$ cat config.mk
export PLATFORM = sky130hd
export DESIGN_NAME = waveform_line_command_parser
export DESIGN_NICKNAME = d
export VERILOG_FILES = /design/src/rtl/lcp_pkg.sv /design/src/rtl/lcp_line_scanner.sv /design/src/rtl/lcp_frame_tracker.sv /design/src/rtl/waveform_line_command_parser.sv
export SDC_FILE = /design/constraint.sdc
export NUM_CORES = 1
export LEC_CHECK = 0
export ABC_AREA = 1
export BUFFER_PORTS_ARGS = -buffer_cell sky130_fd_sc_hd__buf_2
export CAP_MARGIN = 10
export CORE_UTILIZATION = 43
export CTS_CLUSTER_SIZE = 10
export DETAILED_ROUTE_END_ITERATION = 10
export PLACE_DENSITY = 0.62
export REMOVE_ABC_BUFFERS = 1
export SKIP_CTS_REPAIR_TIMING = 1
export SLEW_MARGIN = 40
export SYNTH_ARGS = -nofsm -noshare
export SYNTH_HDL_FRONTEND = slang
export SYNTH_SLANG_ARGS = --single-unit
$ cat constraint.sdc
create_clock -name clock -period 3.4 [get_ports clock]
set_input_delay 0.17 -clock clock [delete_from_list [all_inputs] [get_ports clock]]
set_output_delay 0.17 -clock clock [all_outputs]
set_load 0.01 [all_outputs]
$ cat src/rtl/lcp_pkg.sv
`timescale 1ns / 1ps
package lcp_pkg;

   // result event codes
   localparam logic [2:0] EV_LAYER_SELECTED = 3'd0;
   localparam logic [2:0] EV_SAMPLE_WRITTEN = 3'd1;
   localparam logic [2:0] EV_INVALID_LAYER  = 3'd2;
   localparam logic [2:0] EV_NO_SELECTION   = 3'd3;
   localparam logic [2:0] EV_INVALID_SAMPLE = 3'd4;
   localparam logic [2:0] EV_LINE_TOO_LONG  = 3'd5;

   // action codes
   localparam logic ACT_DATA    = 1'b0;
   localparam logic ACT_RESTART = 1'b1;

   // register indexes
   localparam logic CSR_WIDTH_IN_USE = 1'b0;
   localparam logic CSR_LAYER_LIMIT  = 1'b1;

   // scan phases
   localparam logic [1:0] PH_LEAD   = 2'd0;
   localparam logic [1:0] PH_SIGN   = 2'd1;
   localparam logic [1:0] PH_DIGITS = 2'd2;

   // characters
   localparam logic [7:0] CH_NEWLINE = 8'h0A;
   localparam logic [7:0] CH_LAYER   = 8'h6C;
   localparam logic [7:0] CH_PLUS    = 8'h2B;
   localparam logic [7:0] CH_MINUS   = 8'h2D;
   localparam logic [7:0] CH_ZERO    = 8'h30;
   localparam logic [7:0] CH_NINE    = 8'h39;
   localparam logic [7:0] CH_SPACE   = 8'h20;
   localparam logic [7:0] CH_TAB     = 8'h09;
   localparam logic [7:0] CH_VT      = 8'h0B;
   localparam logic [7:0] CH_FF      = 8'h0C;
   localparam logic [7:0] CH_CR      = 8'h0D;

   localparam logic [8:0] VALUE_CAP = 9'd511;
   localparam logic [8:0] PIXEL_MAX = 9'd255;

   // line status from the scanner, valid for the word being consumed
   typedef struct packed {
      logic       fin;        // newline closed a non-empty line
      logic       too_long;   // line hit the length cap
      logic       is_layer;
      logic       ok;         // number syntax and sign are fine
      logic [8:0] value;
   } line_stat_type;

   typedef struct packed {
      logic       valid;
      logic [2:0] event_res;
      logic [3:0] layer;
      logic [8:0] column;
      logic [7:0] pixel_value;
      logic       layer_complete;
      logic [4:0] layers_used;
   } result_type;

endpackage

$ cat src/rtl/lcp_line_scanner.sv
`timescale 1ns / 1ps
module lcp_line_scanner
   import lcp_pkg::*;
#(
   parameter int LINE_CAPACITY = 16
) (
   input  logic          clock,
   input  logic          reset,
   input  logic          step,
   input  logic          action,
   input  logic [7:0]    data_byte,
   output line_stat_type stat
);

   localparam int LW = $clog2(LINE_CAPACITY);
   localparam logic [LW-1:0] CHAR_LIMIT = LW'(LINE_CAPACITY - 1);

   logic [LW-1:0] chars_ff, chars_in;
   logic          disc_ff, disc_in;
   logic          is_layer_ff, is_layer_in;
   logic [1:0]    phase_ff, phase_in;
   logic          neg_ff, neg_in;
   logic          digit_seen_ff, digit_seen_in;
   logic          bad_ff, bad_in;
   logic [8:0]    value_ff, value_in;

   logic          is_digit;
   logic          is_blank;
   logic [12:0]   acc;

   assign is_digit = (data_byte >= CH_ZERO) && (data_byte <= CH_NINE);
   assign is_blank = (data_byte == CH_SPACE) || (data_byte == CH_TAB) ||
                     (data_byte == CH_VT) || (data_byte == CH_FF) || (data_byte == CH_CR);
   // value * 10 + digit
   assign acc = {1'b0, value_ff, 3'b000} + {3'b000, value_ff, 1'b0} +
                {5'd0, data_byte - CH_ZERO};

   always_comb begin
      stat.fin      = 1'b0;
      stat.too_long = 1'b0;
      stat.is_layer = is_layer_ff;
      stat.ok       = !bad_ff && digit_seen_ff && !(neg_ff && (value_ff != 9'd0));
      stat.value    = value_ff;

      chars_in      = chars_ff;
      disc_in       = disc_ff;
      is_layer_in   = is_layer_ff;
      phase_in      = phase_ff;
      neg_in        = neg_ff;
      digit_seen_in = digit_seen_ff;
      bad_in        = bad_ff;
      value_in      = value_ff;

      if (action == ACT_RESTART || data_byte == CH_NEWLINE ||
          (!disc_ff && chars_ff >= CHAR_LIMIT)) begin
         if (action == ACT_DATA && data_byte == CH_NEWLINE) begin
            stat.fin = !disc_ff && (chars_ff != '0);
            disc_in  = 1'b0;
         end else if (action == ACT_DATA) begin
            stat.too_long = 1'b1;
            disc_in       = 1'b1;
         end else begin
            disc_in = 1'b0;
         end
         chars_in      = '0;
         is_layer_in   = 1'b0;
         phase_in      = PH_LEAD;
         neg_in        = 1'b0;
         digit_seen_in = 1'b0;
         bad_in        = 1'b0;
         value_in      = '0;
      end else if (!disc_ff) begin
         chars_in = chars_ff + 1'b1;
         if (chars_ff == '0 && data_byte == CH_LAYER) begin
            is_layer_in = 1'b1;
         end else if (!bad_ff) begin
            if (is_digit) begin
               value_in      = (acc > {4'd0, VALUE_CAP}) ? VALUE_CAP : acc[8:0];
               digit_seen_in = 1'b1;
               phase_in      = PH_DIGITS;
            end else if (phase_ff == PH_LEAD && is_blank) begin
               phase_in = phase_ff;
            end else if (phase_ff == PH_LEAD &&
                         (data_byte == CH_PLUS || data_byte == CH_MINUS)) begin
               neg_in   = (data_byte == CH_MINUS);
               phase_in = PH_SIGN;
            end else begin
               bad_in = 1'b1;
            end
         end
      end
   end

   always_ff @(posedge clock) begin
      if (reset) begin
         chars_ff      <= '0;
         disc_ff       <= 1'b0;
         is_layer_ff   <= 1'b0;
         phase_ff      <= PH_LEAD;
         neg_ff        <= 1'b0;
         digit_seen_ff <= 1'b0;
         bad_ff        <= 1'b0;
         value_ff      <= '0;
      end else if (step) begin
         chars_ff      <= chars_in;
         disc_ff       <= disc_in;
         is_layer_ff   <= is_layer_in;
         phase_ff      <= phase_in;
         neg_ff        <= neg_in;
         digit_seen_ff <= digit_seen_in;
         bad_ff        <= bad_in;
         value_ff      <= value_in;
      end
   end

endmodule

$ cat src/rtl/lcp_frame_tracker.sv
`timescale 1ns / 1ps
module lcp_frame_tracker
   import lcp_pkg::*;
#(
   parameter int COLUMN_CAPACITY = 512,
   parameter int LAYER_CAPACITY  = 16
) (
   input  logic          clock,
   input  logic          reset,
   input  logic          step,
   input  logic          action,
   input  line_stat_type stat,
   input  logic [9:0]    width_in_use,
   input  logic [4:0]    layer_limit,
   output result_type    res
);

   localparam int CW = $clog2(COLUMN_CAPACITY);
   localparam int WW = (CW + 1 > 10) ? CW + 1 : 10;
   localparam logic [WW-1:0] COL_CAP = WW'(COLUMN_CAPACITY);
   localparam logic [8:0]    LAY_CAP = 9'(LAYER_CAPACITY);

   logic          selected_ff, selected_in;
   logic [3:0]    active_ff, active_in;
   logic [CW-1:0] next_col_ff, next_col_in;
   logic [4:0]    highest_ff, highest_in;

   logic [8:0]    lim;
   logic [WW-1:0] wid;
   logic [WW-1:0] col_plus;
   logic          done;

   assign lim      = ({4'd0, layer_limit} > LAY_CAP) ? LAY_CAP : {4'd0, layer_limit};
   assign wid      = (WW'(width_in_use) > COL_CAP) ? COL_CAP : WW'(width_in_use);
   assign col_plus = WW'(next_col_ff) + 1'b1;
   assign done     = col_plus >= wid;

   always_comb begin
      selected_in = selected_ff;
      active_in   = active_ff;
      next_col_in = next_col_ff;
      highest_in  = highest_ff;

      res                = '0;
      res.valid          = stat.fin || stat.too_long;
      res.event_res      = EV_LINE_TOO_LONG;

      if (action == ACT_RESTART) begin
         selected_in = 1'b0;
         active_in   = '0;
         next_col_in = '0;
      end else if (stat.fin) begin
         if (stat.is_layer) begin
            if (stat.ok && stat.value < lim) begin
               // value is below the clamped limit, so it fits five bits
               if (stat.value[4:0] + 5'd1 > highest_ff) begin
                  highest_in = stat.value[4:0] + 5'd1;
               end
               active_in     = stat.value[3:0];
               next_col_in   = '0;
               selected_in   = 1'b1;
               res.event_res = EV_LAYER_SELECTED;
               res.layer     = stat.value[3:0];
            end else begin
               selected_in   = 1'b0;
               res.event_res = EV_INVALID_LAYER;
            end
         end else if (!selected_ff) begin
            res.event_res = EV_NO_SELECTION;
         end else if (!stat.ok || stat.value > PIXEL_MAX) begin
            res.event_res = EV_INVALID_SAMPLE;
         end else begin
            res.event_res      = EV_SAMPLE_WRITTEN;
            res.layer          = active_ff;
            res.column         = 9'(next_col_ff);
            res.pixel_value    = stat.value[7:0];
            res.layer_complete = done;
            if (done) begin
               next_col_in = '0;
               selected_in = 1'b0;
            end else begin
               next_col_in = col_plus[CW-1:0];
            end
         end
      end
      res.layers_used = highest_in;
   end

   always_ff @(posedge clock) begin
      if (reset) begin
         selected_ff <= 1'b0;
         active_ff   <= '0;
         next_col_ff <= '0;
         highest_ff  <= '0;
      end else if (step) begin
         selected_ff <= selected_in;
         active_ff   <= active_in;
         next_col_ff <= next_col_in;
         highest_ff  <= highest_in;
      end
   end

endmodule

$ cat src/rtl/waveform_line_command_parser.sv
`timescale 1ns / 1ps
// an accepted word reaches its result word through the input register, then the result register
// throughput: one word per cycle unless results stall; each byte is parsed in one pass of logic
// between both registers, digits accumulate as they arrive so a newline decides the line at once
// reset: synchronous, active high; clears the parser, the layer tracker and both registers,
// and loads width_in_use = 500, layer_limit = 10
module waveform_line_command_parser
   import lcp_pkg::*;
#(
   parameter int COLUMN_CAPACITY = 512,
   parameter int LAYER_CAPACITY  = 16,
   parameter int LINE_CAPACITY   = 16
) (
   input  logic       clock,
   input  logic       reset,
   // input words
   input  logic       req_valid,
   output logic       req_ready,
   input  logic       req_action,
   input  logic [7:0] req_data_byte,
   // result words
   output logic       rsp_valid,
   input  logic       rsp_ready,
   output logic [2:0] rsp_event_res,
   output logic [3:0] rsp_layer,
   output logic [8:0] rsp_column,
   output logic [7:0] rsp_pixel_value,
   output logic       rsp_layer_complete,
   output logic [4:0] rsp_layers_used,
   // configuration writes
   input  logic       csr_we,
   input  logic       csr_index,
   input  logic [9:0] csr_wdata
);

   // configuration registers
   logic [9:0] width_ff;
   logic [4:0] limit_ff;

   // input register
   logic       in_valid_ff;
   logic       in_action_ff;
   logic [7:0] in_byte_ff;

   // result register
   result_type out_ff;

   logic          out_free;   // result register can take a new word this cycle
   logic          advance;    // the held input word is consumed this cycle
   line_stat_type stat;
   result_type    res;

   assign out_free  = !out_ff.valid || rsp_ready;
   assign advance   = in_valid_ff && out_free;
   // input register refills in the same cycle it drains
   assign req_ready = !in_valid_ff || advance;

   always_ff @(posedge clock) begin
      if (reset) begin
         width_ff <= 10'd500;
         limit_ff <= 5'd10;
      end else if (csr_we) begin
         case (csr_index)
            CSR_WIDTH_IN_USE: width_ff <= csr_wdata;
            CSR_LAYER_LIMIT:  limit_ff <= csr_wdata[4:0];
            default:          width_ff <= width_ff;
         endcase
      end
   end

   always_ff @(posedge clock) begin
      if (reset) begin
         in_valid_ff <= 1'b0;
      end else if (req_ready) begin
         in_valid_ff <= req_valid;
      end
   end

   always_ff @(posedge clock) begin
      if (req_ready && req_valid) begin
         in_action_ff <= req_action;
         in_byte_ff   <= req_data_byte;
      end
   end

   // line syntax: length, discard, sign, digits
   lcp_line_scanner #(
      .LINE_CAPACITY(LINE_CAPACITY)
   ) u_scanner (
      .clock     (clock),
      .reset     (reset),
      .step      (advance),
      .action    (in_action_ff),
      .data_byte (in_byte_ff),
      .stat      (stat)
   );

   // layer selection, column counting and event forming
   lcp_frame_tracker #(
      .COLUMN_CAPACITY(COLUMN_CAPACITY),
      .LAYER_CAPACITY (LAYER_CAPACITY)
   ) u_tracker (
      .clock        (clock),
      .reset        (reset),
      .step         (advance),
      .action       (in_action_ff),
      .stat         (stat),
      .width_in_use (width_ff),
      .layer_limit  (limit_ff),
      .res          (res)
   );

   // words without a result just drop out, the register clears once taken
   always_ff @(posedge clock) begin
      if (reset) begin
         out_ff <= '0;
      end else if (advance) begin
         out_ff <= res;
      end else if (out_free) begin
         out_ff.valid <= 1'b0;
      end
   end

   assign rsp_valid          = out_ff.valid;
   assign rsp_event_res      = out_ff.event_res;
   assign rsp_layer          = out_ff.layer;
   assign rsp_column         = out_ff.column;
   assign rsp_pixel_value    = out_ff.pixel_value;
   assign rsp_layer_complete = out_ff.layer_complete;
   assign rsp_layers_used    = out_ff.layers_used;

endmodule

==> results list <==
- Result of the run: complete, no violations
- The cell count after synthesis came out at 797.
* Post-synth top area share: 29.5%
* Number of hold-slack violations in the final timing report: 0
- TritonCTS Buffers: 9
- Setup repair after global routing left no endpoint under its margin.
* Largest net degree at the start of global routing: 33
- Mean cell area of the mapped netlist: 6.90 µm²
- After detailed routing, the total wire length is 13200 µm.
- For the worst setup path, the data required time is 3.63 ns.
- The first global-routing pass estimated 21700 µm of wire.
- The worst-case IR drop observed on VDD is 0.282 mV.
- HPWL Detailed: between 10000 and 15000 µm
* Maximum clock skew at final layout: 0.00966 ns
* Sequential share of the synthesized area: 34.4%
* Number of max-cap violations: 0
- Maximum fanout count along the critical path: 9
- Core area: 0.0123 mm²
* Number of inserted diodes: 0
* Power density over cell area: 369 mW/mm²
- The net count of the finished layout is roughly 930.
- For this run, design rule violations remaining after detail routing come to 0.
- Fraction of synthesis flops using an asynchronous set or reset pin: 0%
* DRT antenna net count: 0
- The synthesized design spends more area on one cell type than any other, namely dfxtp_1.
- STA classifies the critical path startpoint as a register.
* Detailed-route vias per instance: around 5
- Total leakage power: 3.13 nW
- The library cells used most frequently in the layout, excluding fill and tap cells, are 230 x nand2_1, 101 x inv_1, 96 x nor2_1.
- Number of flip-flops and latches in the synthesized netlist: 90
* Count of input and output buffers: 56
- Detailed-router iteration count before antenna repair: 5
- Flip-flop cell with the highest count after synthesis: dfxtp_1
- The cell sitting at the root of the clock tree is a clkbuf_16.
- Clock slew at the register clock pins of the worst setup and hold paths: 0.06 ns
- 57 I/O pins were placed.
- H-tree depth: 3
- For this block, the via count after detailed routing is between 5000 and 6000.
* Netlist area before placement: 0.00550 mm²
* Layout filler cell count: 1248
- Number of max-slew violations in the final report: 0
* Total gr overflow: 0
- In this run, the number of DRC markers left after iteration 0 of detailed routing was roughly 280.
- The library cell used most frequently in the layout, excluding fill and tap cells, is nand2_1.
* Share of final-layout standard cells stronger than drive strength 1: 14.0%
* Final worst path period share: 90.7%
- Min cycle time layout: around 3 ns
- The die covers about 0.013 mm².
- Yosys mapped the design onto 42 distinct sky130hd cell types.
- Maximum clock path buffer count: 2
* Area growth, synth to finish: 14.1%
- The worst setup path is of the reg -> reg kind.
- Clock latency on the worst-skew pair, taken at its later pin, is 0.35 ns.
- For the pin with the worst max-slew slack, the measured transition is 0.643 ns.
* Flop-to-flop setup slack: 0.31 ns
- Total track usage: between 20% and 30%
* Height of the chip: 115 µm
- Hold is met by 0.00252 ns.
* Worst hold-check path type: in -> reg
- For the worst setup path, the data arrival time is 3.32 ns.
* Leading cell types by total area after synthesis: dfxtp_1 29%, nand2_1 16%, ha_1 9.1%, inv_1 6.9%, nor2_1 6.6%
- The Yosys step of the flow raised 0 warnings.
- Worst Setup End Kind: register
- DR WL/cell: 12.7 µm
* RD Place Congestion: between 0.8 and 0.9
- Total negative setup slack: 0 ns
* Antenna violations before repair: 0
* Number of clock sinks seen by CTS: 90
* Row count: 40
- Timing would allow up to 0.324 GHz.
- The die is between 100 and 150 µm wide.
- Clock tree from TritonCTS: yes
- Measured against its own limit, the worst slew margin works out to 56.9%.
* Total of endpoints with negative setup slack in the final report: 0
- Number of enable-type register cells in the synthesized netlist: 9
- Via count of the first global-routing pass: 4532
- Initial standard-cell utilization of the core: around 45%
## cell type report
type                    count  area, µm²  share of cell area (%)
clock buffers              11        243                    3.87
clock inverters             5       36.3                   0.578
inverters                 107        407                    6.48
multi-input cells         584       3110                    49.5
flip-flops and latches     90       1890                    30.1
well taps                 168        210                    3.35
repair buffers             69        380                    6.06
## critical path, stage by stage (launching register included)
cell	delay, ns
edfxtp_1	0.43
inv_1	0.10
ha_1	0.28
inv_1	0.05
fa_1	0.47
inv_1	0.04
ha_1	0.34
nand2_1	0.06
o21ai_0	0.35
nand3_1	0.16
nand3_1	0.10
nand2_1	0.06
nor2_2	0.27
nand3_1	0.13
nand2_1	0.08
nand2_1	0.05
## state kept, by name, indices dropped and copies added (netlist names), 2 cells and up
signal	count
rsp_pixel_value	8
width_ff	10
u_tracker.highest_ff	5
limit_ff	5
u_scanner.value_ff	9
u_tracker.active_ff	4
u_scanner.phase_ff	2
u_scanner.chars_ff	4
u_tracker.next_col_ff	9
rsp_layer	4
rsp_event_res	3
rsp_column	9
in_byte_ff	8
## path summary, 6_finish.rpt
kind / from / to / cells after the start
setup / recovery: in_byte_ff[4] / u_scanner.value_ff[7] / 15
hold / removal: req_action / in_action_ff / 1
setup reg to reg: in_byte_ff[4] / u_scanner.value_ff[7] / 15
hold reg to reg: rsp_pixel_value[3] / rsp_pixel_value[3] / 2
## metrics by stage
stage / setup slack (ns) / instance area, µm² / std cells / power [mW] / util (%)
2_1_floorplan: 0.580 / 5400 / 781 / 1.30 / -
3_3_place_gp: 0.349 / 5980 / 1017 / 1.38 / 48.8
3_5_place_dp: 0.220 / 5980 / 1017 / 1.38 / 48.8
4_1_cts: 0.222 / 6260 / 1033 / 2.34 / 51.1
5_1_grt: 0.0582 / 6280 / 1034 / 2.41 / 51.2
6_report: 0.315 / 6280 / 1034 / 2.32 / 51.2
## metal layers
metal	global-route usage, %	vias up	part of all wire (%)
li1	-	2679	-
met1	30.7	2312	53
met2	31.4	124	42
met4	6.58	0	1.2
met5	0	-	0
met3	3.00	12	4.6
## Yosys cell counts, types with 2 or more instances
cell,count
fa_1,6
nor3_1,4
nor2_2,4
a21oi_2,10
ha_1,40
nand4_1,12
o21ai_0,27
nor2_1,97
a31oi_1,3
inv_1,101
a21oi_1,43
nand2_1,230
nor3_4,2
nand2_2,12
a211oi_1,2
nand3_1,63
inv_2,4
xor2_1,12
edfxtp_1,9
buf_6,2
xnor2_1,3
dfxtp_1,81
nor4_1,2
clkbuf_1,10
## logic make-up (layout without fill, tap and decap cells)
family	count (synthesis)	count (layout)	share of synthesized area, %
fa+ha+maj	46	46	11.3
xor+xnor	15	15	2.39
buf+inv	123	192	9.14
simple gates	432	432	33.4
compound gates	91	91	9.40
flops	90	90	34.4
## report_power, final
group | internal [mW] | switching [mW] | total [mW]
Clock | 0.520 | 0.436 | 0.956
Sequential | 1.10 | 0.0262 | 1.13
Combinational | 0.0805 | 0.153 | 0.233
(Power assumes the default switching activity.)
